**src/hdl/i2cm_pkg.sv**
```systemverilog
// Shared types and constants for the I2C master bit engine.
package i2cm_pkg;

  // Configuration register map
  localparam int unsigned AddrWidth   = 3;
  localparam int unsigned DataWidth   = 32;
  localparam logic        RegHalfBit  = 1'b0;
  localparam logic        RegAckTmo   = 1'b1;
  localparam logic [15:0] HalfBitRst  = 16'd100;
  localparam logic [7:0]  AckTmoRst   = 8'd121;

  // Bus byte width
  localparam int unsigned BitsPerByte = 8;

  // Raw command opcodes on the input stream
  localparam logic [2:0] OpStart   = 3'd0;
  localparam logic [2:0] OpStop    = 3'd1;
  localparam logic [2:0] OpWrite   = 3'd2;
  localparam logic [2:0] OpWaitAck = 3'd3;
  localparam logic [2:0] OpRead    = 3'd4;

  // Queue depth between front and back
  localparam int unsigned QueueDepth = 2;

  // Decoded command kind
  typedef enum logic [2:0] {
    CMD_NONE,
    CMD_START,
    CMD_STOP,
    CMD_WRITE,
    CMD_WAIT_ACK,
    CMD_READ
  } cmd_kind_e;

  // One classified tick as it travels through the queue
  typedef struct packed {
    cmd_kind_e   kind;
    logic [7:0]  tx_data;
    logic        send_ack;
    logic        sda_in;
  } tick_t;

  // Timing configuration seen by the engine
  typedef struct packed {
    logic [15:0] half_bit_ticks;
    logic [7:0]  ack_timeout_ticks;
  } cfg_t;

  // One result of the engine
  typedef struct packed {
    logic       scl_level;
    logic       sda_level;
    logic       busy_res;
    logic       done_res;
    logic [7:0] rx_data;
    logic       no_ack;
  } result_t;

endpackage

```
**src/hdl/i2cm_front.sv**
```systemverilog
// Front end: accept ticks, classify their commands and queue them for the engine.
module i2cm_front (
  input  logic          clk_i,
  input  logic          rst_ni,
  // input transaction
  input  logic          in_valid_i,
  output logic          in_ready_o,
  input  logic          cmd_valid_i,
  input  logic [2:0]    operation_i,
  input  logic [7:0]    tx_data_i,
  input  logic          send_ack_i,
  input  logic          sda_in_i,
  // queue output toward the engine
  output logic          q_valid_o,
  input  logic          q_pop_i,
  output i2cm_pkg::tick_t q_item_o
);

  localparam int unsigned PtrW = $clog2(i2cm_pkg::QueueDepth);
  localparam int unsigned CntW = $clog2(i2cm_pkg::QueueDepth + 1);

  i2cm_pkg::tick_t           entry_q [i2cm_pkg::QueueDepth];
  logic [PtrW-1:0]           wr_ptr_q, wr_ptr_d;
  logic [PtrW-1:0]           rd_ptr_q, rd_ptr_d;
  logic [CntW-1:0]           count_q, count_d;
  i2cm_pkg::tick_t           item;
  logic                      push;
  logic                      pop;

  // Classify the command carried by this tick
  always_comb begin
    item.tx_data  = tx_data_i;
    item.send_ack = send_ack_i;
    item.sda_in   = sda_in_i;
    item.kind     = i2cm_pkg::CMD_NONE;
    if (cmd_valid_i) begin
      unique case (operation_i)
        i2cm_pkg::OpStart:   item.kind = i2cm_pkg::CMD_START;
        i2cm_pkg::OpStop:    item.kind = i2cm_pkg::CMD_STOP;
        i2cm_pkg::OpWrite:   item.kind = i2cm_pkg::CMD_WRITE;
        i2cm_pkg::OpWaitAck: item.kind = i2cm_pkg::CMD_WAIT_ACK;
        i2cm_pkg::OpRead:    item.kind = i2cm_pkg::CMD_READ;
        default:             item.kind = i2cm_pkg::CMD_NONE;
      endcase
    end
  end

  assign in_ready_o = (count_q != CntW'(i2cm_pkg::QueueDepth));
  assign push       = in_valid_i && in_ready_o;
  assign q_valid_o  = (count_q != '0);
  assign pop        = q_pop_i && q_valid_o;
  assign q_item_o   = entry_q[rd_ptr_q];

  // Advance pointers and occupancy
  always_comb begin
    wr_ptr_d = wr_ptr_q;
    rd_ptr_d = rd_ptr_q;
    count_d  = count_q;
    if (push) begin
      wr_ptr_d = (wr_ptr_q == PtrW'(i2cm_pkg::QueueDepth - 1)) ? '0 : wr_ptr_q + 1'b1;
    end
    if (pop) begin
      rd_ptr_d = (rd_ptr_q == PtrW'(i2cm_pkg::QueueDepth - 1)) ? '0 : rd_ptr_q + 1'b1;
    end
    if (push && !pop) begin
      count_d = count_q + 1'b1;
    end else if (pop && !push) begin
      count_d = count_q - 1'b1;
    end
  end

  always_ff @(posedge clk_i or negedge rst_ni) begin
    if (!rst_ni) begin
      wr_ptr_q <= '0;
      rd_ptr_q <= '0;
      count_q  <= '0;
    end else begin
      wr_ptr_q <= wr_ptr_d;
      rd_ptr_q <= rd_ptr_d;
      count_q  <= count_d;
    end
  end

  // Store the classified tick
  always_ff @(posedge clk_i) begin
    if (push) begin
      entry_q[wr_ptr_q] <= item;
    end
  end

endmodule

```
**src/hdl/i2cm_engine.sv**
```systemverilog
// Back end: the bus sequencer that turns queued ticks into SCL/SDA drive results.
module i2cm_engine (
  input  logic              clk_i,
  input  logic              rst_ni,
  input  i2cm_pkg::cfg_t    cfg_i,
  // queue side
  input  logic              q_valid_i,
  output logic              q_pop_o,
  input  i2cm_pkg::tick_t   q_item_i,
  // result transaction
  output logic              out_valid_o,
  input  logic              out_ready_i,
  output i2cm_pkg::result_t out_res_o
);

  localparam logic [3:0] PhIdle    = 4'd0;
  localparam logic [3:0] PhSt1     = 4'd1;
  localparam logic [3:0] PhSt2     = 4'd2;
  localparam logic [3:0] PhSp1     = 4'd3;
  localparam logic [3:0] PhSp2     = 4'd4;
  localparam logic [3:0] PhWrSet   = 4'd5;
  localparam logic [3:0] PhWrHigh  = 4'd6;
  localparam logic [3:0] PhWrLow   = 4'd7;
  localparam logic [3:0] PhAckWait = 4'd8;
  localparam logic [3:0] PhRdLow   = 4'd9;
  localparam logic [3:0] PhRdHigh  = 4'd10;
  localparam logic [3:0] PhRaLow   = 4'd11;
  localparam logic [3:0] PhRaHigh  = 4'd12;
  localparam logic [3:0] PhRaEnd   = 4'd13;

  logic [3:0]  phase_q, phase_d;
  logic [15:0] delay_q, delay_d;
  logic [3:0]  bit_idx_q, bit_idx_d;
  logic [7:0]  shift_q, shift_d;
  logic [7:0]  wait_q, wait_d;
  logic        ack_choice_q, ack_choice_d;
  logic        scl_q, scl_d;
  logic        sda_q, sda_d;
  logic [7:0]  rx_q, rx_d;
  logic        tmo_q, tmo_d;
  logic        done;
  logic [15:0] reload;
  logic [7:0]  shift_nxt;
  logic [3:0]  bit_nxt;
  logic        fire;

  logic              out_valid_q;
  i2cm_pkg::result_t out_res_q;

  // Step whenever a tick is queued and the result slot can take it
  assign fire    = q_valid_i && (!out_valid_q || out_ready_i);
  assign q_pop_o = fire;

  // A zero delay register acts as one tick
  assign reload    = (cfg_i.half_bit_ticks == '0) ? 16'd1 : cfg_i.half_bit_ticks;
  assign bit_nxt   = bit_idx_q + 1'b1;

  // Sequencer next state for one tick
  always_comb begin
    phase_d      = phase_q;
    delay_d      = delay_q;
    bit_idx_d    = bit_idx_q;
    shift_d      = shift_q;
    wait_d       = wait_q;
    ack_choice_d = ack_choice_q;
    scl_d        = scl_q;
    sda_d        = sda_q;
    rx_d         = rx_q;
    tmo_d        = tmo_q;
    done         = 1'b0;
    shift_nxt    = '0;

    if (phase_q == PhIdle) begin
      if (q_item_i.kind != i2cm_pkg::CMD_NONE) begin
        bit_idx_d = '0;
      end
      case (q_item_i.kind)
        i2cm_pkg::CMD_START: begin
          phase_d = PhSt1; scl_d = 1'b1; sda_d = 1'b1; delay_d = reload;
        end
        i2cm_pkg::CMD_STOP: begin
          phase_d = PhSp1; scl_d = 1'b1; sda_d = 1'b0; delay_d = reload;
        end
        i2cm_pkg::CMD_WRITE: begin
          shift_d = q_item_i.tx_data;
          phase_d = PhWrSet; scl_d = 1'b0; sda_d = q_item_i.tx_data[7]; delay_d = reload;
        end
        i2cm_pkg::CMD_WAIT_ACK: begin
          tmo_d = 1'b0; wait_d = '0; phase_d = PhAckWait; scl_d = 1'b1; sda_d = 1'b1;
        end
        i2cm_pkg::CMD_READ: begin
          shift_d = '0; ack_choice_d = q_item_i.send_ack;
          phase_d = PhRdLow; scl_d = 1'b0; sda_d = 1'b1; delay_d = reload;
        end
        default: begin
        end
      endcase
    end else if (phase_q == PhAckWait) begin
      // Sample SDA for the slave's ACK, give up with a stop on timeout
      if (!q_item_i.sda_in) begin
        scl_d = 1'b0; phase_d = PhIdle; done = 1'b1;
      end else if (wait_q >= cfg_i.ack_timeout_ticks) begin
        tmo_d = 1'b1; phase_d = PhSp1; scl_d = 1'b1; sda_d = 1'b0; delay_d = reload;
      end else begin
        wait_d = wait_q + 1'b1;
      end
    end else if (delay_q > 16'd1) begin
      delay_d = delay_q - 1'b1;
    end else begin
      delay_d = '0;
      unique case (phase_q)
        PhSt1: begin
          phase_d = PhSt2; scl_d = 1'b1; sda_d = 1'b0; delay_d = reload;
        end
        PhSt2: begin
          scl_d = 1'b0; phase_d = PhIdle; done = 1'b1;
        end
        PhSp1: begin
          phase_d = PhSp2; sda_d = 1'b1; delay_d = reload;
        end
        PhWrSet: begin
          phase_d = PhWrHigh; scl_d = 1'b1; delay_d = reload;
        end
        PhWrHigh: begin
          phase_d = PhWrLow; scl_d = 1'b0; delay_d = reload;
        end
        PhWrLow: begin
          shift_nxt = {shift_q[6:0], 1'b0};
          bit_idx_d = bit_nxt;
          shift_d   = shift_nxt;
          if (bit_nxt >= 4'(i2cm_pkg::BitsPerByte)) begin
            phase_d = PhIdle; done = 1'b1;
          end else begin
            phase_d = PhWrSet; scl_d = 1'b0; sda_d = shift_nxt[7]; delay_d = reload;
          end
        end
        PhRdLow: begin
          phase_d = PhRdHigh; scl_d = 1'b1; sda_d = 1'b1; delay_d = reload;
        end
        PhRdHigh: begin
          shift_d   = {shift_q[6:0], q_item_i.sda_in};
          bit_idx_d = bit_nxt;
          scl_d     = 1'b0;
          delay_d   = reload;
          if (bit_nxt >= 4'(i2cm_pkg::BitsPerByte)) begin
            phase_d = PhRaLow; sda_d = !ack_choice_q;
          end else begin
            phase_d = PhRdLow; sda_d = 1'b1;
          end
        end
        PhRaLow: begin
          phase_d = PhRaHigh; scl_d = 1'b1; delay_d = reload;
        end
        PhRaHigh: begin
          phase_d = PhRaEnd; scl_d = 1'b0; delay_d = reload;
        end
        PhRaEnd: begin
          rx_d = shift_q; phase_d = PhIdle; done = 1'b1;
        end
        default: begin
          // stop tail and unused codes
          phase_d = PhIdle; done = 1'b1;
        end
      endcase
    end
  end

  // Hold sequencer state between ticks
  always_ff @(posedge clk_i or negedge rst_ni) begin
    if (!rst_ni) begin
      phase_q      <= PhIdle;
      delay_q      <= '0;
      bit_idx_q    <= '0;
      shift_q      <= '0;
      wait_q       <= '0;
      ack_choice_q <= 1'b0;
      scl_q        <= 1'b1;
      sda_q        <= 1'b1;
      rx_q         <= '0;
      tmo_q        <= 1'b0;
    end else if (fire) begin
      phase_q      <= phase_d;
      delay_q      <= delay_d;
      bit_idx_q    <= bit_idx_d;
      shift_q      <= shift_d;
      wait_q       <= wait_d;
      ack_choice_q <= ack_choice_d;
      scl_q        <= scl_d;
      sda_q        <= sda_d;
      rx_q         <= rx_d;
      tmo_q        <= tmo_d;
    end
  end

  // Result register toward the output stream
  always_ff @(posedge clk_i or negedge rst_ni) begin
    if (!rst_ni) begin
      out_valid_q <= 1'b0;
    end else if (fire) begin
      out_valid_q <= 1'b1;
    end else if (out_ready_i) begin
      out_valid_q <= 1'b0;
    end
  end

  always_ff @(posedge clk_i) begin
    if (fire) begin
      out_res_q.scl_level <= scl_d;
      out_res_q.sda_level <= sda_d;
      out_res_q.busy_res  <= (phase_d != PhIdle);
      out_res_q.done_res  <= done;
      out_res_q.rx_data   <= rx_d;
      out_res_q.no_ack    <= tmo_d;
    end
  end

  assign out_valid_o = out_valid_q;
  assign out_res_o   = out_res_q;

endmodule

```
**src/hdl/i2c_master_bit_engine_unit.sv**
```systemverilog
// Top level of the I2C master bit engine: stream ports, APB registers, front and back.
// Each input transaction is one tick of the bus engine and yields exactly one result
// transaction with the SCL/SDA drive levels and status after that tick. The block takes
// one tick per clock cycle when the output side keeps up; each tick passes through the
// two-entry tick queue and then the engine, whose sequencer steps once per tick and
// registers the result. Bus delays are counted in ticks:
// half_bit_ticks at 0x0 (reset 100, zero acts as one) and ack_timeout_ticks at 0x4
// (reset 121). Write the registers only while no tick is still in flight.
module i2c_master_bit_engine_unit (
  input  logic        clk_i,
  input  logic        rst_ni,
  // input stream
  input  logic        s_axis_tvalid_i,
  output logic        s_axis_tready_o,
  input  logic [15:0] s_axis_tdata_i,  // [7:0] tx_data, [8] send_ack, [9] sda_in, rest zero
  input  logic [3:0]  s_axis_tuser_i,  // [0] cmd_valid, [3:1] operation
  // result stream
  output logic        m_axis_tvalid_o,
  input  logic        m_axis_tready_i,
  output logic [15:0] m_axis_tdata_o,  // [0] scl_level, [1] sda_level, [2] busy_res,
                                       // [3] done_res, [11:4] rx_data, [12] no_ack
  // configuration
  input  logic        psel,
  input  logic        penable,
  input  logic        pwrite,
  input  logic [i2cm_pkg::AddrWidth-1:0] paddr,
  input  logic [i2cm_pkg::DataWidth-1:0] pwdata,
  output logic [i2cm_pkg::DataWidth-1:0] prdata,
  output logic        pready
);

  i2cm_pkg::cfg_t    cfg_q;
  i2cm_pkg::tick_t   q_item;
  i2cm_pkg::result_t res;
  logic              q_valid;
  logic              q_pop;
  logic              cfg_wr;

  // Configuration registers
  assign pready = 1'b1;
  assign cfg_wr = psel && penable && pwrite;

  always_ff @(posedge clk_i or negedge rst_ni) begin
    if (!rst_ni) begin
      cfg_q.half_bit_ticks    <= i2cm_pkg::HalfBitRst;
      cfg_q.ack_timeout_ticks <= i2cm_pkg::AckTmoRst;
    end else if (cfg_wr) begin
      unique case (paddr[2])
        i2cm_pkg::RegHalfBit: cfg_q.half_bit_ticks    <= pwdata[15:0];
        i2cm_pkg::RegAckTmo:  cfg_q.ack_timeout_ticks <= pwdata[7:0];
        default: begin
        end
      endcase
    end
  end

  // Read back the addressed register
  always_comb begin
    unique case (paddr[2])
      i2cm_pkg::RegHalfBit: prdata = {16'd0, cfg_q.half_bit_ticks};
      i2cm_pkg::RegAckTmo:  prdata = {24'd0, cfg_q.ack_timeout_ticks};
      default:              prdata = '0;
    endcase
  end

  i2cm_front u_front (
    .clk_i       (clk_i),
    .rst_ni      (rst_ni),
    .in_valid_i  (s_axis_tvalid_i),
    .in_ready_o  (s_axis_tready_o),
    .cmd_valid_i (s_axis_tuser_i[0]),
    .operation_i (s_axis_tuser_i[3:1]),
    .tx_data_i   (s_axis_tdata_i[7:0]),
    .send_ack_i  (s_axis_tdata_i[8]),
    .sda_in_i    (s_axis_tdata_i[9]),
    .q_valid_o   (q_valid),
    .q_pop_i     (q_pop),
    .q_item_o    (q_item)
  );

  i2cm_engine u_engine (
    .clk_i       (clk_i),
    .rst_ni      (rst_ni),
    .cfg_i       (cfg_q),
    .q_valid_i   (q_valid),
    .q_pop_o     (q_pop),
    .q_item_i    (q_item),
    .out_valid_o (m_axis_tvalid_o),
    .out_ready_i (m_axis_tready_i),
    .out_res_o   (res)
  );

  // Pack the result fields
  assign m_axis_tdata_o = {3'd0, res.no_ack, res.rx_data, res.done_res, res.busy_res,
                           res.sda_level, res.scl_level};

endmodule

```
**config.mk**
```make
export PLATFORM = sky130hd
export DESIGN_NAME = i2c_master_bit_engine_unit
export DESIGN_NICKNAME = d
export VERILOG_FILES = /design/src/hdl/i2cm_pkg.sv /design/src/hdl/i2cm_front.sv /design/src/hdl/i2cm_engine.sv /design/src/hdl/i2c_master_bit_engine_unit.sv
export SDC_FILE = /design/constraint.sdc
export NUM_CORES = 1
export LEC_CHECK = 0
export ABC_CLOCK_PERIOD_IN_PS = 3200
export BUFFER_PORTS_ARGS = -buffer_cell sky130_fd_sc_hd__buf_2
export CORE_ASPECT_RATIO = 1.4
export CORE_MARGIN = 2
export CORE_UTILIZATION = 57
export DETAILED_ROUTE_END_ITERATION = 10
export PLACE_DENSITY = 0.83
export SYNTH_ARGS = -nofsm -noshare
export SYNTH_HDL_FRONTEND = slang
export SYNTH_HIERARCHICAL = 1
export SYNTH_SLANG_ARGS = --single-unit
```
**constraint.sdc**
```tcl
create_clock -name clk_i -period 3.2 [get_ports clk_i]
set_input_delay 0.64 -clock clk_i [delete_from_list [all_inputs] [get_ports clk_i]]
set_output_delay 0.64 -clock clk_i [all_outputs]
set_load 0.005 [all_outputs]
```
### After elaboration in Yosys (flattened, before gate mapping)

Memories as Yosys holds them, arrays and structs flattened.
Cells that the tools add are included.

* output and inout bits: 51
* logic and storage cells: 180
* memory bits (writable): 26
* register bits: 94
* memories: 1

Memories
* u_front.entry_q: words 2, bits a word 13, rd ports 1, clocked after memory_dff 0, wr ports 1, RTL line i2cm_front.sv:22 `i2cm_pkg::tick_t entry_q [i2cm_pkg::QueueDepth];`

* reductions and logical operators: 40
* $lt $le $gt $ge: 3
* eq/ne operators: 31
* muxes and demuxes: 75
* $add $sub $neg: 7
* bitwise gates (word level): 1

Operators with widths (number)
* 16-bit 2-to-1 mux: 8
* 8-bit 2-to-1 mux: 12
* 32-bit case mux with 2 select lines: 1
* 4-bit 2-to-1 mux: 10
* 4-bit case mux with 9 select lines: 1
* 16-bit case mux with 2 select lines: 1
* 8-bit case mux with 2 select lines: 2
* 1-bit 2-to-1 mux: 28
* 4-bit == test, second input constant: 6
* 4-bit case mux with 5 select lines: 1
* 16-bit by 1-bit > comparator with 1-bit output, second input constant: 1
* 16-bit zero test: 1
* 16-bit by 1-bit subtractor with 16-bit output, second input constant: 1
* 3-bit case mux with 5 select lines: 1
* 5-bit AND reduction: 3
* 3-bit by 2-bit == test with 1-bit output, second input constant: 4
* 4-bit by 3-bit == test with 1-bit output, second input constant: 3
* 2-bit nonzero test: 6
* 4-bit OR reduction: 3
* 3-bit == test, second input constant: 3
* 8-bit by 1-bit adder with 8-bit output, second input constant: 1
* 4-bit by 2-bit == test with 1-bit output, second input constant: 2
* 8-bit greater-or-equal comparator: 1
* 2-bit != test, second input constant: 4
* other kinds (30): 53

### Longest topological paths before layout

* depth in word-level cells: 8
* mapped depth: 10

### Cells and area by module

Netlist, hierarchy kept.

Modules (own cells, without submodules)
* i2cm_engine: area an instance 4231.6 um2, cells each 488, seq. area each 1719.1 um2, times used 1
* i2c_master_bit_engine_unit: area an instance 1280.0 um2, cells each 91, seq. area each 610.6 um2, times used 1
* i2cm_front: area an instance 1189.9 um2, cells each 66, seq. area each 880.8 um2, times used 1

### Worst setup path after synthesis

No wires, ideal clock.

* path kind: register -> register
* start point: register cfg_q[0] (netlist name)
* end point: register u_engine.out_res_q, in the netlist u_engine/out_res_o[10] (data pin)
* data arrival time: 2.393 ns
* required time: 2.928 ns
* period minus slack after synthesis: 2.665 ns
* cell stages (with the launch flop): 8
* path slack: 0.535 ns
* path through: dfstp_2 ha_1 nand2b_1 a2111oi_0 o311ai_0 nand3_1 o221ai_1 or4b_1

* cells in the longest elaborated chain, start to end: 6

Ends and longest elaborated chain
* start, declared: RTL line i2c_master_bit_engine_unit.sv:32 `i2cm_pkg::cfg_t cfg_q;`
* 8-bit greater-or-equal comparator: RTL line i2cm_engine.sv:102 `end else if (wait_q >= cfg_i.ack_timeout_ticks) begin`
* 4-bit 2-to-1 mux: RTL line i2cm_engine.sv:102
* 4-bit 2-to-1 mux: RTL line i2cm_engine.sv:100 `if (!q_item_i.sda_in) begin`
* 4-bit 2-to-1 mux: RTL line i2cm_engine.sv:98 `end else if (phase_q == PhAckWait) begin`
* 4-bit 2-to-1 mux: RTL line i2cm_engine.sv:73 `if (phase_q == PhIdle) begin`
* 4-bit nonzero test: RTL line i2cm_engine.sv:210 `out_res_q.busy_res <= (phase_d != PhIdle);`
* end, declared: RTL line i2cm_engine.sv:48 `i2cm_pkg::result_t out_res_q;`

Every way passes these cells.
A chain may end at the register's enable or synchronous reset.

### Worst setup path in the final report

Same ends and word-level chain as after synthesis.

==> summary.md <==
| Metric | Value |
|---|---|
| Status | `completed` |
| # hold bufs at CTS | `0` |
| Pin count of the biggest net entering global routing | `82` |
| CP arrival | `3120 ps` |
| Post-Synth Adder-Cell Area | `0.0261` |
| Max FO, Critical Path | `4` |
| WL final | `15800 µm` |
| Post-synth EDFFs | `39` |
| Dpl cell area | `7130 µm²` |
| First-pass GRT wire length | `26100 µm` |
| Filler cell count | `840` |
| # rows | `46` |
| Die span in x | `95.6 µm` |
| Core Region | `11400 µm²` |
| Root Buffer | `clkbuf_16` |
| Critical path class | `register to register` |
| Max Fclk | `0.336 GHz` |
| HP Class | `primary input to async pin` |
| Seq/Total Area, Yosys | `0.479` |
| Clock Sinks | `120` |
| Total congestion overflow | `0` |
| Fin area | `7710 µm²` |
| Startpoint Class | `register` |
| Synth Area in XOR/XNOR | `0.0170` |
| Io pins | `113` |
| Unrepaired setup endpoints after global routing | `no` |
| Area growth, synth to finish | `15.0%` |
| Reg clk slew, reported paths | `50 ps` |
| Async SR Flop Fraction | `0.675` |
| Post-Syn Area | `6700 µm²` |
| Final-report hold violation count | `0` |
| Starting density of the core | `0.588` |
| Clock Latency Late Sink | `410 ps` |
| Power Density | `676 nW/µm²` |
| Antenna diodes | `0` |
| Share of the clock period used by the worst path | `0.929` |
| WHS | `406 ps` |
| Unique cell type count in the Yosys netlist | `70` |
| Share of layout cells above drive strength 1 | `0.279` |
| IO buf count | `68` |
| Clock buffer depth | `2` |
| H-tree lvl count | `4` |
| Post-synthesis simple-gate area fraction | `0.162` |
| Post-Syn Area per Cell | `10.4 µm²` |
| Grt met2 use | `0.451` |
| Setup tns final | `0 ps` |
| Vias per cell | `6.17` |
| Mux contribution to synthesized area | `0.113` |
| Commonest non-fill, non-tap cells in the layout | `dfrtp_1, buf_2, mux2_2` |
| Final ANT Viol Nets | `0` |
| GRT busiest layer | `met2` |
| DP HPWL | `10900 µm` |
| Max-slew violations | `0` |
| Final Setup Violations | `0` |
| Final-stage net count | `795` |
| Initial antenna violation count | `0` |
| Largest family of logic cells by synthesized area | `simple AND/OR/NAND/NOR gates` |
| Worst Max-Slew Pin Slew | `1040 ps` |
| Pre-antenna DRT Iters | `5` |
| DRC | `0` |
| CTS buffer count | `17` |
| Commonest non-fill, non-tap cell in the layout | `dfrtp_1` |
| Met3 GRT Util | `0.0589` |
| Clock skew | `6.70 ps` |
| DR iter-0 viols | `538` |
| Mapped Cells | `645` |
| Vias after detailed routing | `5406` |
| Synth warn | `6` |
| Routability cong. | `0.973` |
| Max VDD drop | `0.587 mV` |
| Wire per inst | `18.1 µm` |
| Compound-Gate Fraction of Synth Area | `0.142` |
| Lkg Pwr | `3.29 nW` |
| Main synth FF type | `dfrtp_1` |
| Flops & latches, synth | `120` |
| Die ar. | `12700 µm²` |
| Chip height | `132 µm` |
| GRT Total Usage | `0.264` |
| Met1 GRT Util | `0.295` |
| Worst Path Required | `3340 ps` |
| Worst setup EP type | `register` |
| Max-cap violations | `0` |
| Tmin final | `2970 ps` |
| Number of global-route vias before repair | `5469` |
| Rel. slew slack | `0.305` |
| CTS tree | `yes` |
Yosys cell counts (all sizes together), types with 3 or more instances:
master / n / area [µm²]
nand2b: 7 / 51.3
ha: 14 / 175
a211oi: 3 / 22.5
dfstp: 10 / 263
o21a: 3 / 22.5
clkbuf: 20 / 75.1
and2: 7 / 43.8
nor2: 46 / 173
o211ai: 10 / 75.1
o21ai: 50 / 250
nand4: 4 / 31.3
xor2: 5 / 43.8
a32oi: 9 / 78.8
a21o: 3 / 22.5
or3: 5 / 31.3
nor2b: 13 / 81.3
inv: 27 / 101
a21oi: 38 / 190
nor3: 20 / 105
and3: 4 / 25.0
a2111oi: 3 / 26.3
or4: 6 / 52.6
dfrtp: 71 / 1780
xnor2: 8 / 70.1
nor4: 15 / 124
mux2: 62 / 736
o22ai: 3 / 18.8
nand3: 11 / 55.1
buf: 29 / 219
or2: 7 / 46.3
nand2: 51 / 194
o31ai: 4 / 35.0
a22oi: 11 / 82.6
edfxtp: 39 / 1170
final timing paths:
check	end	start	slack, ps	cells past startpoint
worst max-delay path	u_engine/out_res_o[10]$_DFFE_PP_	cfg_q[0]$_DFFE_PN1P_	230	7
worst min-delay path	cfg_q[22]$_DFFE_PN0P_	rst_ni	410	1
worst max register to register	u_engine/out_res_o[10]$_DFFE_PP_	cfg_q[0]$_DFFE_PN1P_	230	7
worst min register to register	u_front/wr_ptr_q$_DFFE_PN0P_	u_front/wr_ptr_q$_DFFE_PN0P_	500	1
max in group asynchronous	u_engine/rx_q[5]$_DFFE_PN0P_	rst_ni	2130	1
min in group clk_i	u_front/entry_q[1][7]$_DFFE_PP_	s_axis_tdata_i[5]	420	1
power breakdown:
part,internal (mW),switching [mW],total (mW)
sequential,1.90,0.205,2.11
combinational,0.542,0.730,1.27
clock,1.16,0.678,1.83
total,3.60,1.61,5.22
metal layers:
layer  vias to the layer above  share of wire
li1                       2484              -
met1                      2621           0.37
met2                       237           0.53
met3                        64          0.053
met4                         0          0.046
met5                         -              0
repair_timing:
item	CTS	global route
resized for setup	0	1
endpoints found under the setup margin	0	1
buffers inserted	0	0
cell families after synthesis:
group                      count (synthesis)
AOI/OAI and AO/OA                        152
xor gates and xnor gates                  13
adders and majority gates                 14
buffers and inverters                     77
DFF                                      120
muxes                                     64
other                                      2
and+or+nand+nor                          203
metrics by stage:
stage / worst slack [ps] / util / power [mW] / cells
5_1_grt: 82.1 / 0.677 / 5.49 / 876
4_1_cts: 250 / 0.676 / 5.24 / 876
6_report: 226 / 0.677 / 5.22 / 876
3_3_place_gp: 360 / 0.626 / 3.30 / 844
2_1_floorplan: 535 / - / 2.96 / 663
3_5_place_dp: 288 / 0.626 / 3.38 / 844
sequential cells by signal, summed over array words and instances, names as in the netlist:
| signal | flops |
|---|---|
| u_front/entry_q | 26 |
| u_engine/delay_q | 16 |
| u_engine/shift_q | 8 |
| u_engine/tmo_q | 1 |
| u_front/wr_ptr_q | 1 |
| u_engine/out_res_o | 13 |
| u_engine/out_valid_o | 1 |
| u_engine/rx_q | 8 |
| u_engine/ack_choice_q | 1 |
| u_engine/phase_q | 4 |
| u_engine/scl_q | 1 |
| u_engine/sda_q | 1 |
| u_engine/bit_idx_q | 4 |
| u_front/count_q | 2 |
| u_engine/wait_q | 8 |
| u_front/rd_ptr_q | 1 |
| cfg_q | 24 |
worst max-delay path, cell delays in order, from the launching register on:
cell and delay [ps]:
dfstp_2 540, ha_1 220, nand2b_1 140, a2111oi_0 590
o311ai_0 300, nand3_1 240, o221ai_1 160, or4b_1 530
layout make-up:
type / instances / area (µm²) / share of cell area
Tap cell: 144 / 180 / 0.0234
Inverter: 28 / 105 / 0.0136
Sequential cell: 120 / 3210 / 0.416
Multi-Input combinational cell: 466 / 3160 / 0.410
Clock buffer: 19 / 443 / 0.0574
Timing Repair Buffer: 86 / 478 / 0.0620
Clock inverter: 13 / 130 / 0.0169
Note: power is estimated with default switching activity, not from simulation.
